==> src/design/pwb_pkg.sv <==
package pwb_pkg;

  localparam int QW = 32;                 // Q16.16 word
  localparam int FracW = 16;
  localparam int RadW = 31;
  localparam int RestW = 17;
  localparam int DtW = 16;
  localparam int G100W = 39;              // gravity times 100
  localparam int SatInW = 41;
  localparam int HitW = 4;
  localparam int InDataW = 176;
  localparam int OutDataW = 136;

  localparam int unsigned HitBottom = 0;
  localparam int unsigned HitLeft = 1;
  localparam int unsigned HitRight = 2;
  localparam int unsigned HitTop = 3;

  localparam logic [1:0] CfgGravity = 2'd0;
  localparam logic [1:0] CfgTimeStep = 2'd1;
  localparam logic [1:0] CfgRightWall = 2'd2;
  localparam logic [1:0] CfgTopWall = 2'd3;

  localparam logic [DtW-1:0] DtReset = 16'd1092;
  localparam logic [RadW-1:0] RightReset = 31'd52428800;
  localparam logic [RadW-1:0] TopReset = 31'd39321600;

  localparam logic [QW-1:0] QMax = 32'h7fff_ffff;
  localparam logic [QW-1:0] QMin = 32'h8000_0000;

  typedef struct packed {
    logic signed [G100W-1:0] g100;
    logic [DtW-1:0]          time_step;
    logic [RadW-1:0]         right_wall;
    logic [RadW-1:0]         top_wall;
  } cfg_t;

  typedef struct packed {
    logic signed [QW-1:0] pos_x;
    logic signed [QW-1:0] pos_y;
    logic signed [QW-1:0] vel_x;
    logic signed [QW-1:0] vel_y;
    logic [RadW-1:0]      radius;
    logic [RestW-1:0]     restitution;
    logic                 is_circle;
  } particle_t;

  typedef struct packed {
    logic [HitW-1:0]      hit_mask;
    logic signed [QW-1:0] vel_y;
    logic signed [QW-1:0] vel_x;
    logic signed [QW-1:0] pos_y;
    logic signed [QW-1:0] pos_x;
  } result_t;

  function automatic logic signed [QW-1:0] sat32(input logic signed [SatInW-1:0] x);
    logic signed [QW-1:0] r;
    if (x[SatInW-1:QW-1] == {(SatInW-QW+1){x[SatInW-1]}}) begin
      r = x[QW-1:0];
    end else if (x[SatInW-1]) begin
      r = QMin;
    end else begin
      r = QMax;
    end
    return r;
  endfunction

  // Takes the product v*e and returns sat32(floor(-v*e / 2^16)).
  function automatic logic signed [QW-1:0] bounce32(input logic signed [49:0] p);
    logic signed [50:0] neg;
    logic signed [50:0] sh;
    neg = -$signed({p[49], p});
    sh = neg >>> FracW;
    return sat32(sh[SatInW-1:0]);
  endfunction

  function automatic logic [33:0] abs34(input logic signed [33:0] x);
    logic [33:0] r;
    if (x[33]) begin
      r = 34'(-x);
    end else begin
      r = x;
    end
    return r;
  endfunction

endpackage

==> src/design/pwb_ofifo.sv <==
module pwb_ofifo
  import pwb_pkg::*;
(
  input  logic    clk_i,
  input  logic    rst_ni,
  input  logic    push_i,
  input  result_t data_i,
  input  logic    pop_ready_i,
  output logic    valid_o,
  output result_t data_o,
  output logic    room_o
);

  result_t mem_q [2];
  logic wr_ptr_q, rd_ptr_q;
  logic [1:0] count_q, count_d;
  logic pop;

  assign valid_o = (count_q != 2'd0);
  assign room_o  = (count_q != 2'd2);
  assign pop     = valid_o && pop_ready_i;
  assign data_o  = mem_q[rd_ptr_q];

  always_comb begin
    count_d = count_q;
    if (push_i && !pop) begin
      count_d = count_q + 2'd1;
    end else if (pop && !push_i) begin
      count_d = count_q - 2'd1;
    end
  end

  always_ff @(posedge clk_i or negedge rst_ni) begin
    if (!rst_ni) begin
      wr_ptr_q <= 1'b0;
      rd_ptr_q <= 1'b0;
      count_q  <= 2'd0;
    end else begin
      count_q <= count_d;
      if (push_i) begin
        wr_ptr_q <= ~wr_ptr_q;
      end
      if (pop) begin
        rd_ptr_q <= ~rd_ptr_q;
      end
    end
  end

  always_ff @(posedge clk_i) begin
    if (push_i) begin
      mem_q[wr_ptr_q] <= data_i;
    end
  end

  // The pipeline only advances while there is room, so a push never finds
  // the queue full.
  a_no_overflow: assert property (@(posedge clk_i) disable iff (!rst_ni)
    push_i |-> room_o)
    else $error("push into full output queue");

  a_count_bound: assert property (@(posedge clk_i) disable iff (!rst_ni)
    count_q != 2'd3)
    else $error("output queue count out of range");

  a_ptrs_track_count: assert property (@(posedge clk_i) disable iff (!rst_ni)
    (count_q == 2'd1) |-> (wr_ptr_q != rd_ptr_q))
    else $error("queue pointers disagree with count");

endmodule

==> config.mk <==
export PLATFORM = sky130hd
export DESIGN_NAME = pwb_ofifo
export DESIGN_NICKNAME = d
export VERILOG_FILES = /design/src/design/pwb_pkg.sv /design/src/design/pwb_ofifo.sv
export SDC_FILE = /design/constraint.sdc
export NUM_CORES = 1
export LEC_CHECK = 0
export BUFFER_PORTS_ARGS = -buffer_cell sky130_fd_sc_hd__buf_2
export CAP_MARGIN = 20
export CORE_UTILIZATION = 45
export CTS_CLUSTER_DIAMETER = 120
export DETAILED_ROUTE_END_ITERATION = 10
export PLACE_DENSITY = 0.79
export REMOVE_ABC_BUFFERS = 1
export SETUP_SLACK_MARGIN = 0.05
export SYNTH_ARGS = -nofsm -noshare
export SYNTH_HDL_FRONTEND = slang
export SYNTH_SLANG_ARGS = --single-unit
==> constraint.sdc <==
create_clock -name clk_i -period 9.51 [get_ports clk_i]
set_input_delay 0.4755 -clock clk_i [delete_from_list [all_inputs] [get_ports clk_i]]
set_output_delay 0.4755 -clock clk_i [all_outputs]
set_load 0.02 [all_outputs]
## Yosys cells after proc, flatten, opt, wreduce, memory -nomap -nowiden

Memory sizes are Yosys's and may differ from the RTL's.
Cells that the tools add are included.

| storage, ports and cells | value |
|---|---|
| bits in registers | 4 |
| input port bits | 136 |
| bits in writable memories | 264 |
| logic and storage cells | 20 |
| bits in read-only memories | 0 |
| bits in latches | 0 |
| memories | 1 |
| output and inout bits | 134 |

| cells by class | value |
|---|---|
| $mul | 0 |
| reduce and logical (&&, ||, !) cells | 7 |
| equal/unequal tests | 1 |
| magnitude comparators | 0 |
| bitwise gates (word level) | 2 |
| divide/modulo/power cells | 0 |
| multiplexer cells | 4 |
| add/sub/neg operators | 2 |
| shift operators | 0 |

Memory list:

| name | depth | bits a word | read ports | clocked after memory_dff | wr ports | RTL line | RTL |
|---|---|---|---|---|---|---|---|
| mem_q | 2 | 132 | 1 | 0 | 1 | pwb_ofifo.sv:14 | `result_t mem_q [2];` |

Operators by type and width:

| kind | count |
|---|---|
| two-way mux 2 bit | 2 |
| nonzero test 2 bit | 2 |
| logical AND 1 bit | 3 |
| adder 2 x 1 -> 2 bit, second input constant | 1 |
| logical NOT 1 bit | 2 |
| two-way mux 1 bit | 2 |
| inequality test 2 bit, second input constant | 1 |
| NOT 1 bit | 2 |
| subtractor 2 x 1 -> 2 bit, second input constant | 1 |

## Depth between registers and ports, before layout

Gate-level depths: netlist (run 1).

| depth | value |
|---|---|
| depth in word-level cells | 5 |
| depth in mapped cells | 6 |
| depth with buffers taken out | 6 |

## Least setup slack after synthesis (run 1)

OpenSTA, ideal clock, no wires.

| timing path | value |
|---|---|
| path type | reg-to-reg |
| from | register wr_ptr_q |
| to | memory mem_q[0][0] (netlist name) (enable) |
| path slack | 2.635 ns |
| clock period less this slack | 6.875 ns |
| stages on the path, launching flop included | 2 |
| buffers on the path | 0 |
| setup time | 0.641 ns |
| data arrival time | 6.234 ns |
| required time | 8.869 ns |
| cells stage by stage | dfrtp_1 nor2b_1 |

RTL lines:

| item | RTL line | RTL |
|---|---|---|
| start, declared | pwb_ofifo.sv:15 | `logic wr_ptr_q, rd_ptr_q;` |
| start signal, assigned | pwb_ofifo.sv:41 | `wr_ptr_q <= ~wr_ptr_q;` |
| end, declared | pwb_ofifo.sv:14 |  |

No word-level cell before the write port.

==> flow_metrics.tcl, run 1 <==
set metrics [dict create \
    regArea_um2 8031 \
    drc 0 \
    syn_area_um2 9997 \
    switching_share_pct 30.93 \
    hold_path_depth 1 \
    cp.depth 3 \
    io_buffer_count 269 \
    worst_ep_required_time_ns 9.03 \
    multiInputGateArea_um2 1848 \
    synth_area_leaders "edfxtp_1 (79%), mux2_4 (11%), mux2_2 (7.0%), buf_6 (1.0%), dfrtp_1 (1.0%)" \
    clk_pin_slew_worst_paths_ns 0.06 \
    rr_endpoint "mem_q[1][81]$_DFFE_PP_" \
    arrival_ns 2.66 \
    synth.most_common_cell "edfxtp_1" \
    ys_types 15 \
    worstMarginPinSlew_ns 1.009 \
    antenna_found_initial 3 \
    avgSynthCellArea_um2 23.41 \
    period_needed_ns 3.134 \
    grt_pass1_wl_um 26350 \
    irDropWorstVdd_mv 0.3020 \
    outcome "finished, final reports clean" \
    grt_max_degree 72 \
    cts_root_buf "clkbuf_16" \
    rr_worst_depth 2 \
    clkSinkCount 268 \
    synthArstFlopShare_pct 1.493 \
    design.core.area_um2 21820 \
    ys_warn_count 0 \
    cpMaxStageDelayCell "buf_4" \
    synthTopCellsByCount "edfxtp_1 (264), mux2_4 (70), mux2_2 (62)" \
    relSlewSlack_pct 32.75 \
    synth_cells 427 \
    dr.pass1.iters 4 \
    pwr-share-comb_pct 32.3 \
    drtIter0Drc 236 \
    rsz0062_at_grt "no" \
    postCtsHoldBufs 1 \
    fp.dieH_um 151.1 \
    syn2layout_area_growth_pct 25.03 \
    p_per_area_nw_per_um2 313.9 \
    endpoint_kind "output pin" \
    std_cell_rows 54 \
    p_seq_share_pct 42.0 \
    worst-path-buf-inv 2 \
    cp_top_family "buffers and inverters" \
    ant_nets 0 \
    drv_cap 0 \
    vias_per_cell 4.767 \
    start_util_pct 45.81 \
    critPathMaxStageDelay_ns 0.80 \
    cts-resized-gates 0 \
    fmax_mhz 319.0 \
    pwr-share-clk_pct 25.7 \
    path_max_fanout 61 \
    cts_tree "built" \
    postCtsSetupBuffers 0 \
    synth_flop_cell "edfxtp_1" \
    power_leakage_nw 4.894 \
    skew_ns 0.01084 \
    ff2ff_setup_slack_ns 6.99 \
    total_power_w 0.003923 \
    final-setup-viol-count 0 \
    grt_pass1_vias 5259 \
    hold_viol_final 0 \
    drive_gt1_share_pct 60.84 \
    maxSlewViolCount 0 \
    cts.htree.levels 1 \
    die_area_um2 22820 \
    timing.rr.start "wr_ptr_q$_DFFE_PN0P_" \
    clock_latency_ns 0.52 \
    internal-power_w 0.002710 \
    cp_cell_sequence "buf_4, mux2_2, buf_2" \
    yosysSeqAreaShare_pct 80.30 \
    hold_start "data_i[6]" \
    dp_hpwl_um 11500 \
    layout.nets 854 \
    fin_setup_tns_ns 0 \
    n_fill_cell 1665 \
    fin_crit_sh_pct 32.96 \
    whs_endpoint "mem_q[1][6]$_DFFE_PP_" \
    grt_usage_pct 15.06 \
    overflow 0 \
    synth_top_area_cell "edfxtp_1" \
    die-width_um 151.1 \
    synth_top_area_share_pct 79.30 \
    ys_ff_latch 268 \
    synth_edf_count 264 \
    numCtsBuffers 28 \
    num_vias 4867 \
    finalWirelength_um 17780 \
    cts_buffer_depth 3 \
    wl_per_cell_um 17.41 \
    io_pins 270 \
    hp-class "input port to flop" \
    fin_ws_ns 6.376 \
    cp-start-kind "flop" \
    place_congestion 0.7166 \
    power.switching_w 0.001214 \
    path_class "flop to output pin" \
    dp_slack_ns 6.789 \
]
## kinds of logic after synthesis
| family | count (synthesis) | share of synthesized area, % |
|---|---|---|
| XOR/XNOR | 5 | 0.4381 |
| multiplexers | 132 | 17.50 |
| adder cells (fa/ha/maj) | 1 | 0.1251 |
| AND/OR/NAND/NOR | 6 | 0.3255 |
| flip-flops | 268 | 80.30 |
| buffers and inverters | 15 | 1.314 |
## through the flow
step,util (%),cells,hold WS (ns),cell area (um2)
final,57.28,1021,0.1413,12500
after global routing,57.28,1021,0.1150,12500
after CTS,57.24,1018,0.1152,12490
after detailed placement,53.22,966,0.2869,11610
after global placement,53.22,966,0.2870,11610
after floorplan,-,412,0.1799,9866
## worst reg2reg max path, cell delays in order (launching register included)
cell and delay (ns):
dfrtp_1 0.43, and2_4 0.70, buf_4 0.90
## layer usage
layer,GRT usage [%],vias to the layer above,wire length (um)
li1,-,2290,-
met1,16.50,2361,6675
met2,27.29,182,9254
met3,4.669,34,1408
met4,5.400,0,442
met5,0,-,0
## cell usage in the layout (no fill, tap or decap), types with 3 or more instances in the layout
cell type,synthesis,final
buf_2,6,269
buf_4,0,5
clkbuf_1,0,9
clkbuf_16,0,29
clkinv_1,0,3
clkinv_2,0,5
dfrtp_1,4,3
diode_2,0,3
edfxtp_1,264,264
mux2_2,62,62
mux2_4,70,70
xor2_1,3,3
## worst max path at each step
stage                              start                 endpoint
floorplan           wr_ptr_q$_DFFE_PN0P_    mem_q[0][0]$_DFFE_PP_
global placement                  push_i  mem_q[1][114]$_DFFE_PP_
detailed placement                push_i   mem_q[1][96]$_DFFE_PP_
CTS                 rd_ptr_q$_DFFE_PN0P_               data_o[12]
global route        rd_ptr_q$_DFFE_PN0P_               data_o[12]
finish              rd_ptr_q$_DFFE_PN0P_               data_o[36]
## power groups by stage
| stage | Sequential (W) | Clock (W) | Combinational (W) |
|---|---|---|---|
| after floorplan | 0.00177 | 0 | 0.000914 |
| after global placement | 0.00166 | 0 | 0.00128 |
| after detailed placement | 0.00167 | 0 | 0.00129 |
| after CTS | 0.00165 | 0.00104 | 0.00129 |
| after global routing | 0.00167 | 0.00108 | 0.00136 |
| final | 0.00165 | 0.00101 | 0.00127 |
## flip-flops by register name, summed over array words and instances (netlist names)
| signal | cells |
|---|---|
| mem_q | 264 |
| count_q | 2 |
| rd_ptr_q | 1 |
| wr_ptr_q | 1 |
## area by class of cell
| type | instances | area share, % |
|---|---|---|
| clock buffer | 40 | 6.296 |
| sequential | 268 | 64.25 |
| tap | 280 | 2.803 |
| timing repair buffer | 275 | 11.15 |
| multi-input combinational | 144 | 14.78 |
| clock inverter | 11 | 0.6507 |
| antenna | 3 | 0.06006 |
Power figures use the tool's default switching activity.
==> inputs of run 2 (changes only) <==
==> constraint.sdc (replaced) <==
create_clock -name clk_i -period 2.9 [get_ports clk_i]
set_input_delay 0.145 -clock clk_i [delete_from_list [all_inputs] [get_ports clk_i]]
set_output_delay 0.145 -clock clk_i [all_outputs]
set_load 0.02 [all_outputs]
==> flow_metrics.tcl, run 2 (synthesis gave the netlist of run 1 again) <==
set metrics [dict create \
    cts.htree.levels 1 \
    wl_met1_um 7583 \
    num_vias 5493 \
    final_cell_mix "buf_2 (269), edfxtp_1 (264), dlygate4sd3_1 (136)" \
    relSlewSlack_pct 44.22 \
    timing.rr.start "wr_ptr_q$_DFFE_PN0P_" \
    wl_per_cell_um 17.62 \
    drtIter0Drc 232 \
    overflow 0 \
    hold_path_depth 2 \
    dpl_cell_area_um2 11680 \
    path_class "flop to output pin" \
    rsz0062_at_grt "no" \
    clk_pin_slew_worst_paths_ns 0.07 \
    ant_nets 0 \
    drv_cap 0 \
    path_max_fanout 57 \
    power_leakage_nw 5.431 \
    antenna_found_initial 0 \
    hold_start "data_i[126]" \
    endpoint_kind "output pin" \
    period_needed_ns 2.389 \
    cts-resized-gates 0 \
    ff2ff_setup_slack_ns 1.20 \
    p_per_area_nw_per_um2 930.7 \
    start_util_pct 45.81 \
    clock_latency_ns 0.52 \
    fin_area_um2 13810 \
    arrival_ns 2.24 \
    drc 0 \
    fmax_mhz 418.5 \
    hold_viol_final 0 \
    syn2layout_area_growth_pct 38.16 \
    mostFrequentLayoutCell "buf_2" \
    largest_registers "mem_q x264, count_q x2" \
    grt_pass1_wl_um 30030 \
    n_fill_cell 1510 \
    cts_tree "built" \
    fp.dieH_um 151.1 \
    largest_reg_flops 264 \
    worst_ep_required_time_ns 2.76 \
    stdcell_count 1151 \
    place_congestion 0.7432 \
    drive_gt1_share_pct 50.98 \
    cts_buffer_depth 3 \
    worstMarginPinSlew_ns 0.8366 \
    fin_crit_sh_pct 82.39 \
    finalWirelength_um 20280 \
    layout.nets 989 \
    numCtsBuffers 27 \
    dp_hpwl_um 11610 \
    whs_endpoint "mem_q[1][126]$_DFFE_PP_" \
    wl_met2_um 10650 \
    die-width_um 151.1 \
    clkSinkCount 268 \
    placed_cells 967 \
    grt_usage_pct 17.28 \
    outcome "finished, final reports clean" \
    final-setup-viol-count 0 \
    maxSlewViolCount 0 \
    dr.pass1.iters 4 \
    hp-class "input port to flop" \
    std_cell_rows 54 \
    grt_max_degree 133 \
    die_area_um2 22820 \
    cts_root_buf "clkbuf_16" \
    rr_endpoint "mem_q[1][29]$_DFFE_PP_" \
    routed.top_layer "met4" \
    postCtsSetupBuffers 0 \
    irDropWorstVdd_mv 0.6259 \
    num_antenna_cells 0 \
    cp-start-kind "flop" \
    design.core.area_um2 21820 \
    io_buffer_count 269 \
    grt_pass1_vias 5907 \
    skew_ns 0.01213 \
    io_pins 270 \
    vias_per_cell 4.772 \
    route.met3.wl_um 1354 \
    regMostFlops "mem_q" \
    total_power_w 0.01285 \
    rr_worst_depth 2 \
]
-- run 2: cell types whose count changed in the layout (fill, tap and decap cells not counted) --
cell and delta:
dlygate4sd3_1 +135, buf_12 +5, buf_4 -4, clkinv_1 +4
diode_2 -3, clkbuf_16 -2, clkbuf_8 -2, bufinv_16 -1
clkbuf_1 -1, clkinv_2 -1
-- run 2: layout make-up --
cell class | instances | area [um2] | area share (%)
sequential | 268 | 8031 | 58.15
timing repair buffer | 411 | 2815 | 20.38
clock inverter | 13 | 61.31 | 0.4439
clock buffer | 35 | 705.7 | 5.109
tap | 280 | 350.3 | 2.536
multi-input combinational | 144 | 1848 | 13.38
-- run 2: report_power, final --
part	total, W	switching [W]	leakage, nW	internal, W
clock network	0.00304	0.00134	0.369	0.00170
registers	0.00543	0.000283	2.52	0.00515
logic	0.00438	0.00245	2.54	0.00193
-- run 2: worst max path at each step --
stage | startpoint | to | slack [ns] | depth (start not counted)
after floorplan | wr_ptr_q$_DFFE_PN0P_ | mem_q[0][0]$_DFFE_PP_ | -3.97 | 1
after global placement | rd_ptr_q$_DFFE_PN0P_ | data_o[125] | 1.05 | 3
after detailed placement | rd_ptr_q$_DFFE_PN0P_ | data_o[1] | 1.05 | 3
after CTS | rd_ptr_q$_DFFE_PN0P_ | data_o[1] | 0.49 | 3
after global routing | rd_ptr_q$_DFFE_PN0P_ | data_o[115] | 0.42 | 3
final | rd_ptr_q$_DFFE_PN0P_ | data_o[115] | 0.51 | 3
-- run 2: critical path, stage by stage (launching register included) --
cell,delay [ns]
dfrtp_4,0.72
buf_12,0.38
mux2_2,0.39
buf_2,0.16
-- run 2: metrics by stage --
| step | util, % | hold WS, ns | TNS (ns) | worst slack, ns |
|---|---|---|---|---|
| 2_1_floorplan | - | -0.1506 | -892.10 | -3.975 |
| 3_3_place_gp | 53.54 | -0.04708 | 0 | 1.046 |
| 3_5_place_dp | 53.54 | -0.04384 | 0 | 1.050 |
| 4_1_cts | 63.29 | 0.3294 | 0 | 0.4946 |
| 5_1_grt | 63.29 | 0.3346 | 0 | 0.4170 |
| 6_report | 63.29 | 0.3429 | 0 | 0.5106 |
-- run 2: metal layers --
layer / track usage [%] / vias up
met2: 31.33 / 215
met1: 19.47 / 2668
met5: 0 / -
met3: 4.247 / 57
met4: 6.750 / 0
li1: - / 2553
-- run 2: what timing repair did --
item | 4_1_cts | 5_1_grt
endpoints found under the setup margin | 0 | 0
endpoints found under the hold margin | 270 | 0
hold buffers | 136 | 0
==> inputs of run 3 (changes only) <==
--- a/config.mk
+++ b/config.mk
@@ -5,6 +5,7 @@
 export SDC_FILE = /design/constraint.sdc
 export NUM_CORES = 1
 export LEC_CHECK = 0
+export ABC_AREA = 1
 export BUFFER_PORTS_ARGS = -buffer_cell sky130_fd_sc_hd__buf_2
 export CAP_MARGIN = 20
 export CORE_UTILIZATION = 45
==> constraint.sdc (replaced) <==
create_clock -name clk_i -period 2.44 [get_ports clk_i]
set_input_delay 0.122 -clock clk_i [delete_from_list [all_inputs] [get_ports clk_i]]
set_output_delay 0.122 -clock clk_i [all_outputs]
set_load 0.02 [all_outputs]
==> flow_metrics.tcl, run 3 <==
set metrics [dict create \
    p_per_area_nw_per_um2 1152 \
    worstMarginPinSlew_ns 0.6099 \
    hold_path_depth 2 \
    endpoint_kind "output pin" \
    maxSlewViolCount 0 \
    synth_top_family_by_area "simple AND/OR/NAND/NOR gates" \
    wl_per_cell_um 15.82 \
    avgSynthCellArea_um2 13.74 \
    regMostFlops "mem_q" \
    largest_registers "mem_q x264, count_q x2" \
    start_util_pct 46.41 \
    fin_crit_sh_pct 89.69 \
    std_cell_rows 53 \
    synth.most_common_cell "nand2_1" \
    whs_ns 0.3272 \
    whs_endpoint "mem_q[1][44]$_DFFE_PP_" \
    syn_area_um2 9848 \
    finalWirelength_um 22670 \
    ys_types 14 \
    cp-start-kind "flop" \
    synth_cells 717 \
    power_leakage_nw 5.918 \
    die_area_um2 22480 \
    cts.htree.levels 1 \
    hold_viol_final 0 \
    cts-resized-gates 0 \
    final-setup-viol-count 0 \
    critPathLaunch "rd_ptr_q$_DFFE_PN0P_" \
    io_buffer_count 269 \
    timing.rr.start "wr_ptr_q$_DFFE_PN0P_" \
    num_vias 6737 \
    cts_buffer_depth 3 \
    path_max_fanout 31 \
    overflow 0 \
    fin_setup_tns_ns 0 \
    synth_area_leaders "edfxtp_1 (80%), nand2_1 (15%), dfrtp_1 (1.0%), buf_6 (0.91%), buf_4 (0.69%)" \
    grt_pass1_wl_um 33890 \
    relSlewSlack_pct 59.34 \
    clock_latency_ns 0.52 \
    drv_cap 0 \
    synth_top_area_share_pct 80.50 \
    die-width_um 149.9 \
    place_congestion 0.7671 \
    hold_start "data_i[44]" \
    synth_top_area_cell "edfxtp_1" \
    hp-class "input port to flop" \
    clkSinkCount 268 \
    drc 0 \
    cts_root_buf "clkbuf_16" \
    dr.pass1.iters 5 \
    grtUsageMet3_pct 4.665 \
    clk_pin_slew_worst_paths_ns 0.06 \
    dp_hpwl_um 12990 \
    yosys.area_share.simple_pct 15.68 \
    cts_tree "built" \
    synth_edf_count 264 \
    grt_pass1_vias 6917 \
    drive_gt1_share_pct 27.94 \
    drtIter0Drc 316 \
    arrival_ns 2.07 \
    outcome "finished, final reports clean" \
    n_fill_cell 1490 \
    rr_endpoint "mem_q[0][60]$_DFFE_PP_" \
    synth_flop_cell "edfxtp_1" \
    synth_fa_ha_area_share_pct 0.1270 \
    stdcell_count 1433 \
    rsz0062_at_grt "no" \
    yosysSeqAreaShare_pct 81.51 \
    period_needed_ns 2.188 \
    synth-xor-area-share_pct 0.1779 \
    syn2layout_area_growth_pct 39.35 \
    vias_per_cell 4.701 \
    numCtsBuffers 27 \
    ff2ff_setup_slack_ns 0.85 \
    skew_ns 0.006031 \
    use_met2_pct 35.72 \
    fmax_mhz 456.9 \
    grtUsageMet1_pct 21.43 \
    placed_cells 1246 \
    synthArstFlopShare_pct 1.493 \
    largest_reg_flops 264 \
    ant_nets 0 \
    mostFrequentLayoutCell "nand2_1" \
    rr_worst_depth 2 \
    antenna_found_initial 2 \
    path_class "flop to output pin" \
    grt_usage_pct 19.51 \
    worst_ep_required_time_ns 2.32 \
    design.core.area_um2 21220 \
    synthMuxAreaShare_pct 0 \
    grt.busiest_layer "met2" \
    io_pins 270 \
    fp.dieH_um 149.9 \
    utilization_pct 64.67 \
    layout.nets 1273 \
    synthTopCellsByCount "nand2_1 (406), edfxtp_1 (264), buf_2 (12)" \
    grt_max_degree 134 \
    final_cell_mix "nand2_1 (406), buf_2 (269), edfxtp_1 (264)" \
    ys_ff_latch 268 \
    irDropWorstVdd_mv 0.9672 \
    synth-compound-area-share_pct 0 \
    ys_warn_count 0 \
]
## run 3: stage by stage
step	area [um2]	total power, W	setup slack, ns
after floorplan	9630	0.009864	-4.084
after global placement	11540	0.01178	0.8478
after detailed placement	11540	0.01188	0.7958
after CTS	13720	0.01586	0.2038
after global routing	13720	0.01661	0.1363
final	13720	0.01580	0.2516
## run 3: worst max-delay path by stage
stage,cells past startpoint,slack (ns),to
2_1_floorplan,1,-4.08,mem_q[0][0]$_DFFE_PP_
3_3_place_gp,5,0.85,data_o[107]
3_5_place_dp,5,0.80,data_o[128]
4_1_cts,5,0.20,data_o[6]
5_1_grt,5,0.14,data_o[6]
6_report,5,0.25,data_o[6]
## run 3: kinds of logic after synthesis
group / after synthesis
fa+ha+maj: 1
flops: 268
buf+inv: 36
simple gates: 410
xor+xnor: 2
## run 3: power by group
group	internal, W	switching (W)	total, W
Sequential	0.00610	0.000227	0.00633
Combinational	0.00170	0.00396	0.00566
Clock	0.00220	0.00161	0.00381
Total	0.0100	0.00580	0.0158
## run 3: worst max-delay path, stage by stage, from the launching register on
cell and delay, ns:
dfrtp_4 0.50, inv_4 0.30, buf_4 0.37, nand2_1 0.11
nand2_1 0.09, buf_2 0.16
## run 3: timing repair
item                      4_1_cts  5_1_grt
hold endpoints to repair      270        0
buffers inserted                0        0
hold buffers                  136        0
## run 3: metal layers
metal,vias to the layer above,part of all wire [%]
met3,69,7.1
met5,-,0
li1,3258,-
met2,270,53
met4,0,3.6
met1,3140,37
## run 3: final cells by class
type / instances / area [um2] / area share, %
Sequential cell: 268 / 8031 / 58.52
Timing Repair Buffer: 419 / 2913 / 21.23
Multi-Input combinational cell: 413 / 1582 / 11.52
Clock buffer: 39 / 740.7 / 5.398
Tap cell: 275 / 344.1 / 2.507
Clock inverter: 10 / 73.82 / 0.5379
Inverter: 7 / 33.78 / 0.2462
Antenna cell: 2 / 5.005 / 0.03647
